### config.mk
export PLATFORM = sky130hd
export DESIGN_NAME = mwd_cell
export DESIGN_NICKNAME = d
export VERILOG_FILES = /design/src/sv/mwd_pkg.sv /design/src/sv/mwd_cell.sv
export SDC_FILE = /design/constraint.sdc
export NUM_CORES = 1
export LEC_CHECK = 0
export BUFFER_PORTS_ARGS = -buffer_cell sky130_fd_sc_hd__buf_2
export CAP_MARGIN = 25
export CORE_AREA = 3 3 201 203
export DETAILED_ROUTE_END_ITERATION = 6
export DIE_AREA = 0 0 204 206
export GPL_TIMING_DRIVEN = 0
export PLACE_DENSITY_LB_ADDON = 0.1
export SLEW_MARGIN = 20
export SYNTH_ARGS = -nofsm -noshare
export SYNTH_HDL_FRONTEND = slang
export SYNTH_SLANG_ARGS = --single-unit
### constraint.sdc
create_clock -name clk -period 30.2 [get_ports clk]
set_input_delay 6.04 -clock clk [delete_from_list [all_inputs] [get_ports clk]]
set_output_delay 6.04 -clock clk [all_outputs]
set_load 0.005 [all_outputs]
### src/sv/mwd_pkg.sv
// shared types, constants and helpers for the masked window dilation block
package mwd_pkg;

  localparam int MAX_WIDTH_DEF   = 1024;
  localparam int WINDOW_SIZE_DEF = 5;
  localparam int HEIGHT_LIMIT    = 1024;
  localparam int ROW_W           = $clog2(HEIGHT_LIMIT);
  localparam int CFG_W           = 11;
  localparam int CFG_IDX_W       = 2;
  localparam int CHAN_W          = 8;
  localparam int NUM_CH          = 3;

  localparam logic [CFG_W-1:0]  WIDTH_RESET  = CFG_W'(640);
  localparam logic [CFG_W-1:0]  HEIGHT_RESET = CFG_W'(480);
  localparam logic [CHAN_W-1:0] MATCH_RESET  = CHAN_W'(32);

  localparam logic [CFG_IDX_W-1:0] REG_WIDTH  = CFG_IDX_W'(0);
  localparam logic [CFG_IDX_W-1:0] REG_HEIGHT = CFG_IDX_W'(1);
  localparam logic [CFG_IDX_W-1:0] REG_MATCH  = CFG_IDX_W'(2);

  typedef struct packed {
    logic [CHAN_W-1:0] pix_red;
    logic [CHAN_W-1:0] pix_green;
    logic [CHAN_W-1:0] pix_blue;
    logic [CHAN_W-1:0] mask_red;
    logic [CHAN_W-1:0] mask_green;
    logic [CHAN_W-1:0] mask_blue;
  } in_word_t;

  typedef struct packed {
    logic [CHAN_W-1:0] out_red;
    logic [CHAN_W-1:0] out_green;
    logic [CHAN_W-1:0] out_blue;
    logic              frame_last;
  } out_word_t;

  // index 0 red, 1 green, 2 blue
  typedef logic [NUM_CH-1:0][CHAN_W-1:0] rgb_t;

  function automatic rgb_t pix_rgb(input in_word_t w);
    rgb_t v;
    v[0] = w.pix_red;
    v[1] = w.pix_green;
    v[2] = w.pix_blue;
    return v;
  endfunction

  function automatic rgb_t mask_rgb(input in_word_t w);
    rgb_t v;
    v[0] = w.mask_red;
    v[1] = w.mask_green;
    v[2] = w.mask_blue;
    return v;
  endfunction

endpackage

### src/sv/mwd_cell.sv
// window column cell: holds one column of the window and its masked column maximum
module mwd_cell import mwd_pkg::*; #(
  parameter int WINDOW_SIZE = WINDOW_SIZE_DEF
) (
  input  logic                       clk,
  input  logic                       rst,
  input  logic                       shift,
  input  in_word_t [WINDOW_SIZE-1:0] col_in,
  input  logic [CHAN_W-1:0]          match_value,
  output in_word_t [WINDOW_SIZE-1:0] col_out,
  output rgb_t                       col_max
);

  in_word_t [WINDOW_SIZE-1:0] col_regs;

  always_ff @(posedge clk) begin
    if (rst) begin
      col_regs <= '0;
    end else if (shift) begin
      col_regs <= col_in;
    end
  end

  assign col_out = col_regs;

  always_comb begin
    rgb_t pix;
    rgb_t msk;
    col_max = '0;
    for (int r = 0; r < WINDOW_SIZE; r++) begin
      pix = pix_rgb(col_regs[r]);
      msk = mask_rgb(col_regs[r]);
      for (int ch = 0; ch < NUM_CH; ch++) begin
        if (msk[ch] == match_value && pix[ch] > col_max[ch]) begin
          col_max[ch] = pix[ch];
        end
      end
    end
  end

endmodule

# Word level (Yosys, flattened, before mapping)
# Cells that the tools add are included.
# word_totals
out_inout_bits	264
romBits	0
ramBits	0
n_memories	0
ff_bits	240
latch_bits	0
word_cells	90
# classes
addsub	0
bitwise_logic	0
multipliers	0
n_reduce_logical	15
order_cmp	15
n_div	0
eq_ne	15
shifts	0
n_mux	15
# op_table
cell	count
$eq 8x8->1	15
$mux 8	15
$gt 8x8->1	12
$gt 8x1->1 const B	3
$logic_and 1x1->1	15

# Depth between registers and ports, before layout
# logic_depth
depth_word	15
mapped_depth	48
depth_no_buf	43

# Worst setup path after synthesis
# Ideal clock, no wire load.
# synth_path
kind	input to output
from	in match_value[3]
to	out col_max[20] (netlist bit)
slack_ps	10266
path_stages	47
arrival_time_ps	13894
path_cell_list	buf_6 xor2_2 nor4_4 and2_0 nand2_1 ha_1 nand2_1 o21bai_1 a211oi_2 o21a_2 clkbuf_1 nand2_1 o21ai_0 inv_1 ha_1 and4_1 nand2_1 a221oi_1 [... 11 more ...] nor2b_1 o21ai_0 nand2_1 nor2_1 nand2_1 nor3_1 a311oi_4 o2111ai_4 mux2i_1 ha_1 a21o_1 a211o_1 a21oi_1 o21ai_0 nand3_1 clkbuf_1 nor2_1 a21oi_1
# synth_lines
element	line	rtl
start, declared	mwd_cell.sv:9	input logic [CHAN_W-1:0] match_value,
end, declared	mwd_cell.sv:11	output rgb_t col_max

==> out/results.ini <==
[synth]
yosysTopAreaCellShare_pct = 34.2
synth.ff_latch_count = 240
syn_avg_cell_area_sq_um = 8.95
async_flop_share_pct = 0
synth_nets = 1909
synth_cell_type_count = 77
synth_ff_type = dfxtp_1
ys.warnings.count = 0
yosys-top-cells-count = nor2_1 (298), mux2i_1 (259), dfxtp_1 (240)
synth.largest_area_cell = dfxtp_1
synth_edf_count = 0
netlist_top_cells_area = dfxtp_1 (34%), mux2i_1 (18%), nor2_1 (8.0%)
netlist_instances = 1571
yosysSeqAreaShare_pct = 34.2
synthesis.area_sq_um = 14100
yosysMostFrequentCell = nor2_1

[sta]
fin_setup_tns_ns = 0
max_slew_margin_pct = 31.7
tightest_slew_ns = 1.02
layout_setup_ws_ns = 8.05
fmax_mhz = 45.2
report.final.slew_viol_count = 0
finalSetupViolCount = 0
grt_setup_unrepaired = no
fin_crit_ns = 22.15
fin_crit_sh_pct = 73.3
finalHoldViolCount = 0
fin_worst_skew_ns = 0

[critical_path]
reg2reg_to = col_out[121]
rrSetupSlack_ns = 29.13
r2r_start = col_out[121]
crit_end = col_max[14]
crit_path_end_kind = output port
path_delay_family = compound AO/OA/AOI/OAI gates
worstSetupPathDepth = 41
ff2ff_path_depth = 3
startpoint_type = primary input
arrival_ns = 16.11
critPathKind = in -> out
worstPathRequired_ns = 24.16
cp_num_buf_inv = 6
slowest_stage = o311ai_0
worstPathMaxFanout = 10
startpoint = match_value[6]
critPathMaxStageDelay_ns = 0.71

[global_routing]
grt_pass1_wl_microns = 80700
gr-total-overflow = 0
grt_usage_pct = 25.4
antenna_found_initial = 8
grt_max_degree = 14
grt_pass1_vias = 12800

[drt]
vias = 13282
wl_per_cell_microns = 21.2
drt_iter0_drc = 627
firstDrtPassIters = 5
ant_nets = 0
totalWireLength_microns = 56100
drcViolationCount = 0
routed_via_density = 5.01

[floorplan]
initial_core_util_pct = 36.4
ioPinCount = 515
row_count = 72
die_h_microns = 206
core-area_sq_um = 38600
dieWidth_microns = 204
dieArea_sq_um = 42000

[clocking]
cts_tree = done
cts_setup_buffers = 0
cts_hold_buf = 0
clk_latency_ns = 0.56
cts_buffer_depth = 3
root_buffer = clkbuf_16
h-tree-depth = 1
clock_sinks = 240
cts_made_buffers = 28
clkTransAtPathRegs_ns = 0.06
cts_resized = 0

[power]
ir_drop_mv = 0.0469
power.density_nw_per_um2 = 47.8
leakage_uw = 0.00906

[placement]
dp_slack_ns = 8.10
place_congestion = 0.868
dp_hpwl_microns = 45600
port_buffers = 504

[job]
maxCapViolCount = 0

[worst_hold_path]
hp-class = reg -> reg

[final_layout]
areaGrowthSynthToFinish_pct = 29.8
nets = 2446
drive_above_1_share_pct = 28.8
largest_reg_flops = 240

[outcome]
status = completed

area by class of cell:
cell class / count / area (sq um)
Clock buffer: 41 / 841
Inverter: 68 / 255
Clock inverter: 11 / 136
Fill cell: 3848 / 20400
Multi-Input combinational cell: 1178 / 8600
Buffer: 85 / 395
Tap cell: 518 / 648
Timing Repair Buffer: 507 / 2560
Sequential cell: 240 / 4800
Antenna cell: 2 / 5.00
worst min path at each step:
stage / startpoint / endpoint / slack, ns / depth (start not counted)
3_3_place_gp: col_out[30] / col_out[30] / 0.51 / 2
5_1_grt: col_out[5] / col_out[5] / 0.55 / 2
3_5_place_dp: col_out[176] / col_out[176] / 0.51 / 2
6_report: col_out[176] / col_out[176] / 0.53 / 2
2_1_floorplan: col_out[24] / col_out[24] / 0.50 / 2
4_1_cts: col_out[176] / col_out[176] / 0.53 / 2
where the power goes:
part	total [uW]	internal [uW]	switching (uW)
clock	358	218	140
combinational	154	71.8	82.1
sequential	360	336	24.2
layout by cell type (no fill, tap or decap), types with 13 or more instances in the layout:
cell type and instances:
and2_1 17, mux2_2 13, inv_1 68, nand2_1 52, clkbuf_16 29, nand4_1 32
buf_2 511, dfxtp_1 240, a21oi_1 46, mux2i_1 259, a31oi_1 15, clkbuf_1 50
nand3_1 27, o21ai_1 14, a21o_1 19, ha_1 87, xor2_1 46, buf_1 20
xnor2_1 77, o21ai_0 31, nor2_1 298
logic make-up after synthesis:
family                   share of synthesized area [%]
adder cells (fa/ha/maj)                           7.74
flip-flops                                        34.2
buffers and inverters                             4.63
multiplexers                                      19.9
XOR/XNOR                                          8.01
AO/OA/AOI/OAI                                     9.82
AND/OR/NAND/NOR                                   15.7
layer usage:
| layer | share of wire (%) | routed length [microns] | track usage (%) |
|---|---|---|---|
| met5 | 0.13 | 73 | 0 |
| met2 | 46 | 26000 | 42.3 |
| met3 | 7.6 | 4270 | 6.69 |
| met4 | 2.9 | 1600 | 7.32 |
| met1 | 43 | 24200 | 32.4 |
worst register-to-register path, cell delays in order (launching register included):
cell,delay (ns)
dfxtp_1,0.34
clkbuf_1,0.43
mux2i_1,0.13
nor2_1,0.10
stage by stage:
step	total power, uW	hold slack, ns	utilization (%)	area (sq um)	std cells
2_1_floorplan	450	0.499	-	14100	1571
3_3_place_gp	519	0.506	44.6	17200	2593
3_5_place_dp	521	0.514	44.6	17200	2594
4_1_cts	880	0.531	47.1	18200	2646
5_1_grt	912	0.550	47.2	18200	2649
6_report	872	0.529	47.2	18200	2650
Power figures use the tool's default switching activity.
